===== src/hdl/dms_pkg.sv =====
// shared types, constants and helpers for the markov sequence scorer
`timescale 1ns / 1ps

package dms_pkg;

	localparam int MAX_ORDER  = 5;
	localparam int SCORE_BITS = 24;
	localparam int ORDER_W    = 3;
	localparam int SEEN_W     = $clog2(MAX_ORDER + 1);
	localparam int INIT_AW    = 2 * MAX_ORDER;
	localparam int TRANS_AW   = INIT_AW + 2;
	localparam int INIT_DEPTH = 1 << INIT_AW;
	localparam int TRANS_DEPTH = 1 << TRANS_AW;
	localparam int IDX_W      = 12;
	localparam int COST_W     = 16;
	localparam int FUNC_W     = 2;
	localparam int CODE_W     = 3;
	localparam int FIFO_DEPTH = 4;
	localparam int FIFO_AW    = $clog2(FIFO_DEPTH);

	localparam logic [FUNC_W-1:0] FUNC_WR_INIT  = 2'd0;
	localparam logic [FUNC_W-1:0] FUNC_WR_TRANS = 2'd1;
	localparam logic [FUNC_W-1:0] FUNC_SCORE    = 2'd2;

	typedef enum logic [1:0] {
		OP_WR_INIT  = 2'd0,
		OP_WR_TRANS = 2'd1,
		OP_SCORE    = 2'd2
	} dms_kind_t;

	typedef struct packed {
		dms_kind_t             kind;
		logic [TRANS_AW-1:0]   addr;
		logic [COST_W-1:0]     cost;
		logic                  first;
		logic                  last;
		logic                  invalid;
		logic                  add_cost;
		logic                  use_trans;
		logic                  too_short;
	} dms_op_t;

	// low 2*k bits set
	function automatic logic [INIT_AW-1:0] kmer_mask(input logic [SEEN_W-1:0] k);
		logic [INIT_AW-1:0] m;
		m = '0;
		for (int i = 0; i < MAX_ORDER; i++) begin
			m[2*i +: 2] = (SEEN_W'(i) < k) ? 2'b11 : 2'b00;
		end
		return m;
	endfunction

endpackage


===== src/hdl/dms_front.sv =====
// front end: accepts requests, tracks k-mer context, forms table ops
`timescale 1ns / 1ps

module dms_front
	import dms_pkg::*;
(
	input  logic                clk,
	input  logic                arst_n,
	input  logic                cfg_valid,
	output logic                cfg_ready,
	input  logic [ORDER_W-1:0]  cfg_data,
	input  logic                in_valid,
	output logic                in_stall,
	input  logic [FUNC_W-1:0]   func,
	input  logic [IDX_W-1:0]    table_index,
	input  logic [COST_W-1:0]   cost_value,
	input  logic [CODE_W-1:0]   base_code,
	input  logic                first_base,
	input  logic                last_base,
	input  logic                q_full,
	output logic                q_push,
	output dms_op_t             q_op
);

	logic [ORDER_W-1:0] model_order_q;
	logic [INIT_AW-1:0] recent_q;
	logic [SEEN_W-1:0]  seen_q;

	logic               accept;
	logic               push_ok;
	logic [SEEN_W-1:0]  k;
	logic [SEEN_W-1:0]  seen0;
	logic [SEEN_W-1:0]  seen_next;
	logic [INIT_AW-1:0] recent0;
	logic [INIT_AW-1:0] shifted;
	logic [INIT_AW-1:0] recent_next;
	logic [INIT_AW-1:0] kmask;
	logic [1:0]         base;

	assign cfg_ready = 1'b1;
	assign in_stall  = q_full;
	assign accept    = in_valid && !in_stall;
	assign q_push    = accept && push_ok;

	always_comb begin
		k       = (model_order_q > ORDER_W'(MAX_ORDER)) ? SEEN_W'(MAX_ORDER)
		                                               : SEEN_W'(model_order_q);
		seen0   = first_base ? '0 : seen_q;
		recent0 = first_base ? '0 : recent_q;
		base    = base_code[1:0];
		shifted = {recent0[INIT_AW-3:0], base};
		kmask   = kmer_mask(k);

		recent_next = recent_q;
		seen_next   = seen_q;
		push_ok     = 1'b0;

		q_op           = '0;
		q_op.cost      = cost_value;
		q_op.first     = first_base;
		q_op.last      = last_base;
		q_op.invalid   = (base_code > CODE_W'(3));

		unique case (func)
			FUNC_WR_INIT: begin
				q_op.kind = OP_WR_INIT;
				q_op.addr = TRANS_AW'(table_index);
				push_ok   = ((table_index >> INIT_AW) == '0);
			end
			FUNC_WR_TRANS: begin
				q_op.kind = OP_WR_TRANS;
				q_op.addr = TRANS_AW'(table_index);
				push_ok   = ((table_index >> TRANS_AW) == '0);
			end
			FUNC_SCORE: begin
				q_op.kind   = OP_SCORE;
				push_ok     = 1'b1;
				recent_next = recent0;
				seen_next   = seen0;
				priority if (k == '0) begin
					// order 0: every base costs its own initial entry
					q_op.add_cost = 1'b1;
					q_op.addr     = TRANS_AW'(base);
				end else if (seen0 < k) begin
					// still filling the first k-mer
					recent_next   = shifted;
					seen_next     = seen0 + 1'b1;
					q_op.add_cost = (seen_next == k);
					q_op.addr     = TRANS_AW'(shifted & kmask);
				end else begin
					recent_next    = shifted;
					q_op.add_cost  = 1'b1;
					q_op.use_trans = 1'b1;
					q_op.addr      = {recent0 & kmask, base};
				end
				q_op.too_short = (k != '0) && (seen_next < k);
			end
			default: begin
				push_ok = 1'b0;
			end
		endcase
	end

	always_ff @(posedge clk or negedge arst_n) begin
		if (!arst_n) begin
			model_order_q <= '0;
			recent_q      <= '0;
			seen_q        <= '0;
		end else begin
			if (cfg_valid && cfg_ready) begin
				model_order_q <= cfg_data;
			end
			if (accept && func == FUNC_SCORE) begin
				recent_q <= recent_next;
				seen_q   <= seen_next;
			end
		end
	end

endmodule


===== config.mk =====
export PLATFORM = sky130hd
export DESIGN_NAME = dms_front
export DESIGN_NICKNAME = d
export VERILOG_FILES = /design/src/hdl/dms_pkg.sv /design/src/hdl/dms_front.sv
export SDC_FILE = /design/constraint.sdc
export NUM_CORES = 1
export LEC_CHECK = 0
export ABC_AREA = 0
export BUFFER_PORTS_ARGS = -buffer_cell sky130_fd_sc_hd__buf_2
export CORE_MARGIN = 10
export CORE_UTILIZATION = 40
export CTS_BUF_LIST = sky130_fd_sc_hd__clkbuf_16
export DETAILED_ROUTE_END_ITERATION = 10
export PLACE_DENSITY = 0.83
export SETUP_SLACK_MARGIN = 0.05
export SYNTH_ARGS = -nofsm -noshare
export SYNTH_HDL_FRONTEND = slang
export SYNTH_SLANG_ARGS = --single-unit

===== constraint.sdc =====
create_clock -name clk -period 2.7 [get_ports clk]
set_input_delay 0.54 -clock clk [delete_from_list [all_inputs] [get_ports clk]]
set_output_delay 0.54 -clock clk [all_outputs]
set_load 0.02 [all_outputs]

# Word-level counts from Yosys, hierarchy flattened
# Cells that the tools add are included.
[op_classes]
order_cmp = 9
bitwise_logic = 2
addsub = 1
muxes = 21
reduce_logical = 11
n_eq_ne = 3
[op_table]
columns = ["cell", "n"]
rows = [
  ["14-bit case mux with 3 select lines", 1],
  ["12-bit two-way mux", 2],
  ["10-bit bitwise AND", 2],
  ["10-bit two-way mux", 2],
  ["3-bit two-way mux", 6],
  ["12-bit zero test", 1],
  ["2-bit two-way mux", 5],
  ["1-bit by 3-bit < comparator with 1-bit output, first input constant", 2],
  ["2-bit by 3-bit < comparator with 1-bit output, first input constant", 2],
  ["3-bit < comparator", 2],
  ["1-bit logical AND", 4],
  ["1-bit two-way mux", 4],
  ["3-bit by 1-bit adder with 3-bit output, second input constant", 1],
  ["3-bit equality test", 1],
  ["3-bit by 2-bit greater-than comparator with 1-bit output, second input constant", 1],
  ["3-bit greater-than comparator, second input constant", 1],
  ["3-bit zero test", 1],
  ["3-bit < comparator, first input constant", 1],
  ["3-bit nonzero test", 1],
  ["2-bit by 1-bit equality test with 1-bit output, second input constant", 1],
  ["2-bit equality test, second input constant", 1],
  ["2-bit zero test", 1],
  ["1-bit case mux with 2 select lines", 1],
  ["2-bit AND reduction", 1],
  ["other kinds (2)", 2],
]
[totals]
output_inout_bits = 39
regBits = 16
elab_cells = 50

# Logic depth before layout (Yosys ltp)
[depth]
word_depth = 9
ltp_mapped = 12
ltp_nobuf = 11

# Worst setup path after synthesis
# Ideal clock, no wire load.
[synth_timing]
path_type = "input port to output port"
start = "input first_base"
end = "output q_op[0] (netlist bit)"
cell_stages = 9
slack_ps = -313
arrival_time_ps = 2473
n_path_buf = 0
cell_sequence = "and2b_1 > ha_1 > a21oi_2 > nand4_2 > xnor2_1 > ha_1 > a21oi_1 > nand3_1 > a31oi_1"
[synth_lines]
columns = ["item", "line_no", "source"]
rows = [
  ["start, declared", "dms_front.sv:18", "input logic first_base,"],
  ["end, declared", "dms_front.sv:22", "output dms_op_t q_op"],
]

==> flow_summary.json <==
{
  "status": "complete, but fails checks",
  "failed_checks": "setup timing",
  "grt_use_total": 0.133,
  "ys_types": 50,
  "dp_hpwl_mm": 3.20,
  "hold_path.class": "input pin to asynchronous set/reset pin",
  "hold_viol": 0,
  "max_cap_violations": 0,
  "synthFlopType": "dfrtp_1",
  "ys_seq_area_frac": 0.276,
  "synthSimpleGateAreaFrac": 0.171,
  "finalMaxSlewViolations": 0,
  "synth-edff-count": 0,
  "first_pass_iters": 4,
  "drcViolationCount": 0,
  "synthArstFlopShare": 1.00,
  "cts_made_buffers": 3,
  "vias": 1430,
  "critical_path_required_ps": 2160,
  "synth.yosys.warnings": 0,
  "crit_slowest_cell": "ha_1",
  "layout_setup_ws_ps": -368,
  "die_area_um2": 6430,
  "fillers": 287,
  "cts.sinks": 16,
  "r2r_start": "model_order_q[2]$_DFFE_PN0P_",
  "die_w_um": 80.2,
  "antenna_left": 0,
  "die_h_um": 80.2,
  "grt_start_max_net_pins": 17,
  "path_class": "input pin to output pin",
  "rsz0062_at_grt": "yes",
  "power.total_uw": 1270,
  "timing.setup.tns_ps": -569,
  "cp_slowest_stage_delay_ps": 330,
  "ctsHoldBuffers": 0,
  "synth_fa_ha_area_frac": 0.0949,
  "tightest_slew_ps": 567,
  "rows": 21,
  "synth_nets": 217,
  "initial_core_util": 0.425,
  "gp_congestion": 0.874,
  "crit_path_start_kind": "input pin",
  "wl_mm": 4.58,
  "synthMuxAreaShare": 0.0302,
  "clk_pin_slew_ps": 50,
  "synth_area_um2": 1450,
  "cp_cell_sequence": "buf_8 -> and2b_2 -> ha_4 -> nand3b_1 -> nand4_2 -> xnor2_2 -> ha_1 -> a21oi_2 -> nand3_2 -> a31oi_4 -> buf_6",
  "powerDensity_nw_per_um2": 616,
  "cts_tree": "built",
  "crit_family": "simple AND/OR/NAND/NOR gates",
  "synth-compound-area-share": 0.258,
  "setup_violations": 5,
  "htreeDepth": 1,
  "ir_worst_vdd_uv": 338,
  "synth_xor_area_frac": 0.0181,
  "antenna_found_initial": 0,
  "insertion_delay_ps": 240,
  "drive_gt1_frac": 0.498,
  "n_antenna_cell": 0,
  "cts.path.max_buffers": 2,
  "cts-root-buf": "clkbuf_16",
  "grt_pass1_vias": 1522,
  "drtIter0Drc": 41,
  "endpoint_kind": "output pin",
  "drt-wirelength-per-cell_um": 17.7,
  "core_area_um2": 3420,
  "avgViaCountPerCell": 5.52,
  "p_leak_uw": 0.00100,
  "utilization": 0.603,
  "r2r_slack_ps": 730,
  "slew_headroom": 0.621,
  "period_minus_slack_ps": 3070,
  "placed_area_um2": 1750,
  "crit_fanout": 5,
  "post-route-cell-area_um2": 2060,
  "ioPinCount": 82,
  "synth_top_family_by_area": "compound AO/OA/AOI/OAI gates",
  "crit_buf_inv": 2,
  "fin_crit_sh": 1.14,
  "arrival_ps": 2530,
  "ys_seq_elements": 16,
  "skew_ps": 1.59,
  "gr-total-overflow": 0,
  "io_buffers": 44,
  "nets": 268,
  "grt_pass1_wl_mm": 7.02,
  "synth.avg_cell_area_um2": 8.90,
  "reg2reg_depth": 9,
  "syn_to_final_growth_pct": 42.1,
  "critical_path.reg2reg.endpoint": "seen_q[1]$_DFFE_PN0P_",
  "fmax_mhz": 326,
  "synth_cells": 163
}
-- worst register-to-register path, stage by stage, from the launching register on --
cell and delay (ps):
dfrtp_1 380, buf_4 140, a21o_1 170, ha_2 190, nand3b_1 260, buf_6 200, nand3_2 80, buf_4 120
nor3_1 40, a221o_1 280
-- how the worst max path moves through the flow --
stage / slack [ps] / to / cells after the start / from
after floorplan: -60 / q_op[0] / 9 / first_base
after global placement: -260 / q_op[0] / 11 / first_base
after detailed placement: -370 / q_op[0] / 11 / first_base
after CTS: -260 / q_op[0] / 11 / first_base
after global routing: -460 / q_op[0] / 11 / model_order_q[2]$_DFFE_PN0P_
final: -370 / q_op[0] / 11 / first_base
-- per-stage QoR --
step | hold slack, ps | instances | setup slack, ps
2_1_floorplan | 244 | 163 | -58.0
3_3_place_gp | 471 | 250 | -262
3_5_place_dp | 478 | 250 | -366
4_1_cts | 220 | 256 | -256
5_1_grt | 233 | 259 | -461
6_report | 214 | 259 | -368
-- sequential cells by signal, indices dropped and copies added (netlist names) --
name           cells
recent_q          10
model_order_q      3
seen_q             3
-- layer usage --
metal  wire length [µm]  part of all wire  GRT usage
met1               1730              0.38      0.146
met3                289             0.063     0.0278
met5                  0                 0          0
met2               2440              0.53      0.238
met4                120             0.026     0.0599
-- power breakdown --
group	switching (µW)	internal [µW]	total [µW]
Combinational	306	313	619
Clock	90.9	196	287
Sequential	60.5	303	364
-- cell usage in the layout, fill, tap and decap left out, types with 2 or more instances in the layout --
master and count:
buf_2 32, buf_4 29, nand2_1 16, dfrtp_1 16, buf_6 12, o21ai_1 9
a22oi_1 8, ha_1 7, o21ai_0 6, a22o_1 6, nor2_1 4, a21oi_1 4
inv_1 3, mux2_2 3, ha_4 3, clkbuf_16 3, inv_2 2, a21o_1 2
nand3b_1 2, a32o_1 2, a21oi_2 2, nand3_2 2, a32o_2 2, xor2_1 2
or3_1 2
-- synthesized netlist by cell type, types with 2 or more instances --
library cell / count / area, µm²
nand3_1: 2 / 10.0
buf_2: 2 / 10.0
ha_1: 11 / 138
nand2_1: 17 / 63.8
o21ai_1: 9 / 45.0
mux2_2: 3 / 33.8
a22oi_1: 8 / 60.1
or3_1: 2 / 12.5
buf_6: 2 / 22.5
o21ai_0: 6 / 30.0
a21oi_1: 6 / 30.0
nand3b_1: 2 / 15.0
buf_4: 20 / 150
a21o_1: 2 / 15.0
clkbuf_1: 4 / 15.0
inv_1: 5 / 18.8
xor2_1: 2 / 17.5
a32o_1: 4 / 40.0
dfrtp_1: 16 / 400
o2111ai_1: 2 / 17.5
nor2_1: 4 / 15.0
a22o_1: 6 / 52.6
-- final cells by class --
| class | instances | area, µm² | area share |
|---|---|---|---|
| repair buffers | 74 | 528 | 0.256 |
| inverters | 5 | 18.8 | 0.00911 |
| flip-flops and latches | 16 | 400 | 0.194 |
| clock inverters | 1 | 3.75 | 0.00182 |
| multi-input cells | 114 | 977 | 0.474 |
| well taps | 46 | 57.6 | 0.0279 |
| clock buffers | 3 | 75.1 | 0.0364 |
-- cell families after synthesis --
kind of cell / Yosys count
other: 1
muxes: 4
buffers and inverters: 33
xor gates and xnor gates: 3
DFF: 16
adders and majority gates: 11
AOI/OAI and AO/OA: 53
and+or+nand+nor: 42
-- timing repair --
item / CTS / global route
setup buffers: 3 / 4
resized for setup: 13 / 33
endpoints found under the setup margin: 10 / 12
pin swaps: 7 / 16
(Power assumes the default switching activity.)
