<file path="src/hdl/dms_pkg.sv">
// shared types, constants and helpers for the markov sequence scorer
`timescale 1ns / 1ps

package dms_pkg;

	localparam int MAX_ORDER  = 5;
	localparam int SCORE_BITS = 24;
	localparam int ORDER_W    = 3;
	localparam int SEEN_W     = $clog2(MAX_ORDER + 1);
	localparam int INIT_AW    = 2 * MAX_ORDER;
	localparam int TRANS_AW   = INIT_AW + 2;
	localparam int INIT_DEPTH = 1 << INIT_AW;
	localparam int TRANS_DEPTH = 1 << TRANS_AW;
	localparam int IDX_W      = 12;
	localparam int COST_W     = 16;
	localparam int FUNC_W     = 2;
	localparam int CODE_W     = 3;
	localparam int FIFO_DEPTH = 4;
	localparam int FIFO_AW    = $clog2(FIFO_DEPTH);

	localparam logic [FUNC_W-1:0] FUNC_WR_INIT  = 2'd0;
	localparam logic [FUNC_W-1:0] FUNC_WR_TRANS = 2'd1;
	localparam logic [FUNC_W-1:0] FUNC_SCORE    = 2'd2;

	typedef enum logic [1:0] {
		OP_WR_INIT  = 2'd0,
		OP_WR_TRANS = 2'd1,
		OP_SCORE    = 2'd2
	} dms_kind_t;

	typedef struct packed {
		dms_kind_t             kind;
		logic [TRANS_AW-1:0]   addr;
		logic [COST_W-1:0]     cost;
		logic                  first;
		logic                  last;
		logic                  invalid;
		logic                  add_cost;
		logic                  use_trans;
		logic                  too_short;
	} dms_op_t;

	// low 2*k bits set
	function automatic logic [INIT_AW-1:0] kmer_mask(input logic [SEEN_W-1:0] k);
		logic [INIT_AW-1:0] m;
		m = '0;
		for (int i = 0; i < MAX_ORDER; i++) begin
			m[2*i +: 2] = (SEEN_W'(i) < k) ? 2'b11 : 2'b00;
		end
		return m;
	endfunction

endpackage

</file>
<file path="src/hdl/dms_fifo.sv">
// short op queue between front and back
`timescale 1ns / 1ps

module dms_fifo
	import dms_pkg::*;
(
	input  logic    clk,
	input  logic    arst_n,
	input  logic    push,
	input  dms_op_t push_op,
	input  logic    pop,
	output dms_op_t head_op,
	output logic    not_empty,
	output logic    full
);

	dms_op_t              slot_q [FIFO_DEPTH];
	logic [FIFO_AW-1:0]   wr_ptr_q;
	logic [FIFO_AW-1:0]   rd_ptr_q;
	logic [FIFO_AW:0]     count_q;

	assign head_op   = slot_q[rd_ptr_q];
	assign not_empty = (count_q != '0);
	assign full      = (count_q == (FIFO_AW+1)'(FIFO_DEPTH));

	always_ff @(posedge clk) begin
		if (push) begin
			slot_q[wr_ptr_q] <= push_op;
		end
	end

	always_ff @(posedge clk or negedge arst_n) begin
		if (!arst_n) begin
			wr_ptr_q <= '0;
			rd_ptr_q <= '0;
			count_q  <= '0;
		end else begin
			if (push) begin
				wr_ptr_q <= wr_ptr_q + 1'b1;
			end
			if (pop) begin
				rd_ptr_q <= rd_ptr_q + 1'b1;
			end
			unique case ({push, pop})
				2'b10:   count_q <= count_q + 1'b1;
				2'b01:   count_q <= count_q - 1'b1;
				default: count_q <= count_q;
			endcase
		end
	end

	a_no_push_full: assert property (@(posedge clk) disable iff (!arst_n)
		push |-> !full) else $error("push into full queue");
	a_no_pop_empty: assert property (@(posedge clk) disable iff (!arst_n)
		pop |-> not_empty) else $error("pop from empty queue");
	a_count_bound: assert property (@(posedge clk) disable iff (!arst_n)
		count_q <= (FIFO_AW+1)'(FIFO_DEPTH)) else $error("queue count overrun");

endmodule

</file>
<file path="config.mk">
export PLATFORM = sky130hd
export DESIGN_NAME = dms_fifo
export DESIGN_NICKNAME = d
export VERILOG_FILES = /design/src/hdl/dms_pkg.sv /design/src/hdl/dms_fifo.sv
export SDC_FILE = /design/constraint.sdc
export NUM_CORES = 1
export LEC_CHECK = 0
export ABC_CLOCK_PERIOD_IN_PS = 4150
export BUFFER_PORTS_ARGS = -buffer_cell sky130_fd_sc_hd__buf_2
export CORE_MARGIN = 3
export CORE_UTILIZATION = 30
export DETAILED_ROUTE_END_ITERATION = 10
export GPL_ROUTABILITY_DRIVEN = 0
export GPL_TIMING_DRIVEN = 0
export HOLD_SLACK_MARGIN = 0.03
export PLACE_DENSITY_LB_ADDON = 0.12
export SYNTH_ARGS = -nofsm -noshare
export SYNTH_HDL_FRONTEND = slang
export SYNTH_SLANG_ARGS = --single-unit
export TNS_END_PERCENT = 100
</file>
<file path="constraint.sdc">
create_clock -name clk -period 4.15 [get_ports clk]
set_input_delay 0.415 -clock clk [delete_from_list [all_inputs] [get_ports clk]]
set_output_delay 0.415 -clock clk [all_outputs]
set_load 0.01 [all_outputs]
</file>
# Word-level counts from Yosys, hierarchy flattened
# Memory sizes are Yosys's and may differ from the RTL's.
# Cells that the tools add are included.
# Widths: inputs -> output; s select.
word_totals:
  out_inout_bits: 38
  input_bits: 40
  latchBits: 0
  regBits: 7
  n_memories: 1
  wordCells: 16
  rom_bits: 0
  ram_bits: 144
memory_table:
  columns: ["name", "depth", "word_bits", "read_ports", "rd_clocked_by_memory_dff", "write_ports", "line", "rtl"]
  rows:
  - ["slot_q", 4, 36, 1, 0, 1, "dms_fifo.sv:17", "dms_op_t slot_q [FIFO_DEPTH];"]
classes:
  eq_ne: 3
  magnitude_cmp: 0
  reduce_logical: 2
  div: 0
  add_sub_neg: 4
  shifts: 0
  mul: 0
  bitwise_logic: 0
  muxes: 3
ops:
  columns: ["op", "n"]
  rows:
  - ["$pmux 3 s2", 1]
  - ["$add 2x1->2 const B", 2]
  - ["$add 3x1->3 const B", 1]
  - ["$eq 3x3->1 const B", 1]
  - ["$reduce_bool 3->1", 1]
  - ["$sub 3x1->3 const B", 1]
  - ["$eq 2x1->1 const B", 1]
  - ["$eq 2x2->1 const B", 1]
  - ["$mux 1", 2]
  - ["$reduce_bool 2->1", 1]

# Logic depth before layout (Yosys ltp)
# Gate-level depths: netlist of run 1.
depth:
  depth_word: 2
  ltp_mapped: 6
  ltp_nobuf: 6

# Worst setup path before layout of run 1
# No wires, ideal clock.
synth_timing:
  path_kind: "register -> register"
  from: "reg wr_ptr_q[0]"
  to: "mem slot_q[0][0] (netlist name), enable pin"
  n_path_buf: 0
  required_time_ps: 3753
  stages_incl_launch_ff: 4
  setup_time_ps: 397
  arrival_ps: 1500
  path_slack_ps: 2254
  period_less_slack_ps: 1896
  path_cell_list: "dfrtp_1 inv_1 ha_1 and2_1"
synth_rtl:
  columns: ["element", "line", "rtl"]
  rows:
  - ["start: declaration", "dms_fifo.sv:18", "logic [FIFO_AW-1:0] wr_ptr_q;"]
  - ["start signal: assignment", "dms_fifo.sv:39", "wr_ptr_q <= wr_ptr_q + 1'b1;"]
  - ["end: declaration", "dms_fifo.sv:17", null]
# Straight into the memory's write port.

==> results of run 1 <==
-- placed cells by master (no fill, tap or decap), types with 2 or more instances in the layout --
master,instances
edfxtp_1,144
buf_2,81
mux4_2,36
clkbuf_16,17
dfrtp_1,7
buf_12,6
ha_1,5
and2_2,4
bufinv_16,4
inv_1,3
xnor2_1,3
xor2_1,3
clkinv_1,3
clkinv_4,3
nand2_1,2
clkbuf_1,2
-- timing repair --
action / 4_1_cts / 5_1_grt
hold buffers: 1 / 0
buffers inserted: 0 / 0
endpoints found under the hold margin: 7 / 0
-- worst paths after layout --
check / from / slack (ns) / depth (start not counted) / to
worst min-delay path: push_op[35] / 0.21 / 1 / slot_q[2][35]$_DFFE_PP_
min in group asynchronous: arst_n / 0.37 / 2 / count_q[0]$_DFFE_PN0P_
max in group asynchronous: arst_n / 3.61 / 2 / rd_ptr_q[1]$_DFFE_PN0P_
worst max register to register: wr_ptr_q[0]$_DFFE_PN0P_ / 2.42 / 4 / slot_q[0][20]$_DFFE_PP_
worst max-delay path: rd_ptr_q[1]$_DFFE_PN0P_ / 1.87 / 4 / head_op[8]
worst min register to register: count_q[2]$_DFFE_PN0P_ / 0.49 / 1 / count_q[2]$_DFFE_PN0P_
-- area by class of cell --
cell class	instances	area share (%)
Sequential cell	151	64.5
Multi-Input combinational cell	59	14.6
Timing Repair Buffer	82	6.81
Clock buffer	19	6.20
Tap cell	229	4.10
Clock inverter	13	2.56
Buffer	8	1.13
Inverter	3	0.161
-- Yosys cell counts (all sizes together) --
cell	n
edfxtp	144
nor2	1
and2	4
inv	3
or3	1
xnor2	3
o21ai	1
xor2	3
mux2	1
buf	8
dfrtp	7
mux4	36
fa	1
nand2	2
ha	5
nor3b	1
-- routing by layer --
layer / part of all wire (%) / vias up / track usage [%]
li1: - / 1135 / -
met1: 45 / 1329 / 14.4
met5: 0 / - / 0
met3: 4.5 / 11 / 3.75
met2: 48 / 63 / 17.3
met4: 1.6 / 0 / 4.50
-- per-stage QoR --
stage	setup WS [ns]	utilization (%)	cell area, µm²
2_1_floorplan	2.25	-	5600
3_3_place_gp	1.35	34.6	6270
3_5_place_dp	2.23	35.0	6360
4_1_cts	1.77	38.5	6980
5_1_grt	1.74	38.5	6980
6_report	1.87	38.5	6980
-- registers in the layout, indices dropped and copies added (netlist names) --
signal and count:
slot_q 144, count_q 3, rd_ptr_q 2, wr_ptr_q 2
-- power by group through the flow --
stage	Clock [mW]	Combinational (mW)	Sequential [mW]
after floorplan	0	0.932	2.09
after global placement	0	1.44	2.12
after detailed placement	0	1.50	2.11
after CTS	1.63	1.50	2.08
after global routing	1.70	1.57	2.10
final	1.58	1.43	2.08
-- kinds of logic after synthesis --
| logic type | Yosys count | share of synthesized area, % |
|---|---|---|
| multiplexers | 37 | 14.7 |
| XOR/XNOR | 6 | 0.938 |
| AO/OA/AOI/OAI | 1 | 0.0893 |
| adder cells (fa/ha/maj) | 6 | 1.47 |
| flip-flops | 151 | 80.3 |
| AND/OR/NAND/NOR | 9 | 0.893 |
| buffers and inverters | 11 | 1.61 |
==> flow_metrics.env, run 1 <==
export IMPL_io_pins=78
export IMPL_p_leak_nw=2.42
export IMPL_drt_iter0_markers=114
export IMPL_grt_max_degree=29
export IMPL_ant_nets=0
export IMPL_start_kind="flip-flop"
export IMPL_multi_input_area_um2=1020
export IMPL_portBuffers=77
export IMPL_max_freq_mhz=438
export IMPL_grt_pass1_wl_mm=16.4
export IMPL_path_clk_slew_ns=0.06
export IMPL_setup_tns_ns=0
export IMPL_p_comb_share_pct=28.2
export IMPL_cp_end_kind="output port"
export IMPL_postSynthAreaPerCell_um2=25.3
export IMPL_switching_share_pct=27.5
export IMPL_fin_crit_ns=2.28
export IMPL_ir_drop_mv=0.399
export IMPL_netlist_area_leader_share_pct=77.2
export IMPL_fin_cells=564
export IMPL_syn_nets=267
export IMPL_dr_pass1_iters=4
export IMPL_area_growth_pct=24.6
export IMPL_relSlewSlack_pct=62.7
export IMPL_grt_overflow=0
export IMPL_seq_area_um2=4500
export IMPL_power_frac_clock_pct=31.0
export IMPL_nFillCells=1691
export IMPL_clk_path_buf_depth=2
export IMPL_route_detailed_wl_per_inst_um=18.8
export IMPL_cpMaxStageDelayCell="buf_2"
export IMPL_internal_power_mw=3.69
export IMPL_crit_required_ns=3.73
export IMPL_post_route_cells_drive_above_1_share_pct=46.9
export IMPL_switching_power_mw=1.40
export IMPL_rsz0062_at_grt="false"
export IMPL_viasPerCell=4.50
export IMPL_setup_violations_final=0
export IMPL_fp_coreArea_um2=18100
export IMPL_crit_top_cell="buf_2"
export IMPL_cpLargestDelayFamily="buffers and inverters"
export IMPL_dp_hpwl_mm=6.54
export IMPL_vias=2538
export IMPL_arrival_ns=1.87
export IMPL_maxSlewViolCount=0
export IMPL_postCtsResizedCells=0
export IMPL_antenna_found_initial=0
export IMPL_final_setup_skew_ns=0.00764
export IMPL_synth_cells=221
export IMPL_tightest_slew_ns=0.559
export IMPL_cts_htree_levels=4
export IMPL_diodes=0
export IMPL_power_total_mw=5.09
export IMPL_period_share_pct=55.0
export IMPL_hold_ws_ns=0.215
export IMPL_status="complete, no violations"
export IMPL_fp_dieW_um=143
export IMPL_maxCapViolations=0
export IMPL_hold_path_class="primary input to flip-flop"
export IMPL_final_nets=368
export IMPL_yosysWarnings=0
export IMPL_seq_area_frac_synth_pct=80.3
export IMPL_rows=49
export IMPL_crit_fanout=10
export IMPL_drt_wl_total_mm=10.6
export IMPL_grt_pass1_vias=2814
export IMPL_gr_usage_all_layers_pct=11.1
export IMPL_seq_power_share_pct=40.8
export IMPL_cts_buffers=17
export IMPL_ys_ff_latch=151
export IMPL_ys_types=19
export IMPL_synth_top_area_cell="edfxtp_1"
export IMPL_cts_root_buf="clkbuf_16"
export IMPL_netlist_area_um2=5600
export IMPL_die_h_um=143
export IMPL_netlist_top_cells_area="edfxtp_1 (77%), mux4_2 (14%), dfrtp_1 (3.1%)"
export IMPL_cpPeakStageDelay_ns=0.36
export IMPL_p_per_area_nw_per_um2=728
export IMPL_initial_core_util_pct=30.9
export IMPL_clk_latency_ns=0.41
export IMPL_drc=0
export IMPL_die_area_um2=20300
export IMPL_crit_chain="buf_2 -> buf_2 -> mux4_2 -> buf_2"
export IMPL_finalHoldViolCount=0
export IMPL_tritoncts="built"
export IMPL_worstSetupPathType="flip-flop to output port"
export IMPL_cp_num_buf_inv=3
export IMPL_dp_cells=531
export IMPL_numClockSinks=151
Power figures use the tool's default switching activity.
==> run 2: changes to the inputs <==
Settings changed: ABC_CLOCK_PERIOD_IN_PS 4150 to 2400.
Clock period 4.15 ns to 2.4 ns, I/O delays scaled along.
==> run 2 against run 1 <==
Against the previous run:
- register-to-register slack lost 1.8 ns
- setup slack worse by 1.6 ns
- final cell count is 2.7% higher
- critical path type unchanged
- routed wire length grew 0.43%
- largest cell class unchanged
- utilization grew 0.83 points
- sequential share of layout area decreased by 1.4 points
==> flow_metrics.env, run 2 (synthesized netlist as in run 1, its figures left out) <==
export IMPL_tritoncts="built"
export IMPL_grt_pass1_wl_mm=16.5
export IMPL_start_kind="flip-flop"
export IMPL_antenna_found_initial=0
export IMPL_cts_htree_levels=4
export IMPL_top_regs="slot_q: 144 flops, count_q: 3 flops"
export IMPL_dp_cells=531
export IMPL_ant_nets=0
export IMPL_crit_fanout=10
export IMPL_die_area_um2=20300
export IMPL_p_leak_nw=2.49
export IMPL_fp_coreArea_um2=18100
export IMPL_r2r_setup_slack_ns=0.67
export IMPL_ir_drop_mv=0.690
export IMPL_status="complete, no violations"
export IMPL_ff2ff_path_depth=4
export IMPL_viasPerCell=4.49
export IMPL_maxCapViolations=0
export IMPL_crit_required_ns=2.16
export IMPL_wl_met2_mm=5.13
export IMPL_seq_area_um2=4500
export IMPL_r2r_end="slot_q[1][17]$_DFFE_PP_"
export IMPL_numClockSinks=151
export IMPL_fin_util_pct=39.3
export IMPL_fp_dieW_um=143
export IMPL_grt_max_degree=29
export IMPL_cts_root_buf="clkbuf_16"
export IMPL_initial_core_util_pct=30.9
export IMPL_post_place_ws_ns=0.631
export IMPL_tightest_slew_ns=0.552
export IMPL_multi_input_area_um2=1020
export IMPL_hold_path_class="primary input to flip-flop"
export IMPL_clk_latency_ns=0.41
export IMPL_nFillCells=1678
export IMPL_top_layer_used="met4"
export IMPL_dp_hpwl_mm=6.54
export IMPL_drt_iter0_markers=100
export IMPL_worstSetupPathType="flip-flop to output port"
export IMPL_drt_wl_total_mm=10.6
export IMPL_hold_depth=1
export IMPL_vias=2597
export IMPL_layout_commonest_cell="edfxtp_1"
export IMPL_p_per_area_nw_per_um2=1240
export IMPL_period_share_pct=87.8
export IMPL_regToRegStartpoint="wr_ptr_q[1]$_DFFE_PN0P_"
export IMPL_min_delay_start="push_op[18]"
export IMPL_route_detailed_wl_per_inst_um=18.4
export IMPL_cts_buffers=17
export IMPL_postCtsHoldBufs=16
export IMPL_arrival_ns=1.87
export IMPL_final_nets=383
export IMPL_power_total_mw=8.81
export IMPL_final_cell_mix="edfxtp_1 (144), buf_2 (81), mux4_2 (36)"
export IMPL_rows=49
export IMPL_drc=0
export IMPL_dpl_instance_area_um2=6360
export IMPL_die_h_um=143
export IMPL_rsz0062_at_grt="false"
export IMPL_area_growth_pct=27.3
export IMPL_fin_ws_ns=0.292
export IMPL_maxSlewViolCount=0
export IMPL_gr_usage_all_layers_pct=11.2
export IMPL_cp_end_kind="output port"
export IMPL_clk_path_buf_depth=2
export IMPL_diodes=0
export IMPL_finalHoldViolCount=0
export IMPL_largest_register="slot_q"
export IMPL_wl_met1_mm=4.85
export IMPL_setup_tns_ns=0
export IMPL_fin_cells=579
export IMPL_post_cts_buffers=0
export IMPL_path_clk_slew_ns=0.06
export IMPL_post_route_cells_drive_above_1_share_pct=44.9
export IMPL_final_setup_skew_ns=0.00879
export IMPL_relSlewSlack_pct=63.2
export IMPL_setup_violations_final=0
export IMPL_holdPathEnd="slot_q[1][18]$_DFFE_PP_"
export IMPL_grt_pass1_vias=2849
export IMPL_met3_length_um=472
export IMPL_grt_overflow=0
export IMPL_stdcell_area_um2=7130
export IMPL_dr_pass1_iters=4
export IMPL_io_pins=78
export IMPL_fin_crit_ns=2.11
export IMPL_hold_ws_ns=0.0510
export IMPL_largest_register_ffs=144
export IMPL_max_freq_mhz=474
export IMPL_postCtsResizedCells=0
export IMPL_portBuffers=77
-- run 2: changes by cell type in the layout (fill, tap and decap cells not counted) --
| cell | previous run | this run |
|---|---|---|
| dlygate4sd3_1 | 1 | 16 |
-- run 2: power breakdown --
group / switching (mW) / internal (mW)
sequential: 0.135 / 3.46
clock: 0.992 / 1.73
combinational: 1.29 / 1.20
total: 2.42 / 6.39
-- run 2: critical path, cell delays in order (launching register included) --
cell	delay, ns
dfrtp_1	0.31
buf_2	0.26
buf_2	0.36
mux4_2	0.36
buf_2	0.16
-- run 2: worst max path at each step --
| stage | startpoint | endpoint | slack [ns] | cells after the start |
|---|---|---|---|---|
| after floorplan | wr_ptr_q[0]$_DFFE_PN0P_ | slot_q[0][0]$_DFFE_PP_ | 0.50 | 3 |
| after global placement | wr_ptr_q[0]$_DFFE_PN0P_ | slot_q[2][34]$_DFFE_PP_ | -0.40 | 3 |
| after detailed placement | wr_ptr_q[0]$_DFFE_PN0P_ | slot_q[0][25]$_DFFE_PP_ | 0.63 | 4 |
| after CTS | rd_ptr_q[1]$_DFFE_PN0P_ | head_op[8] | 0.20 | 4 |
| after global routing | rd_ptr_q[1]$_DFFE_PN0P_ | head_op[12] | 0.16 | 4 |
| final | rd_ptr_q[1]$_DFFE_PN0P_ | head_op[8] | 0.29 | 4 |
-- run 2: layer usage --
| layer | up-vias | global-route usage, % |
|---|---|---|
| met5 | - | 0 |
| li1 | 1168 | - |
| met4 | 0 | 4.50 |
| met2 | 64 | 17.2 |
| met1 | 1353 | 14.6 |
| met3 | 12 | 3.72 |
-- run 2: cell type report --
| cell class | count | share of cell area, % |
|---|---|---|
| clock inverter | 13 | 2.51 |
| tap | 229 | 4.02 |
| multi-input combinational | 59 | 14.3 |
| sequential | 151 | 63.1 |
| buffer | 8 | 1.11 |
| inverter | 3 | 0.158 |
| timing repair buffer | 97 | 8.77 |
| clock buffer | 19 | 6.07 |
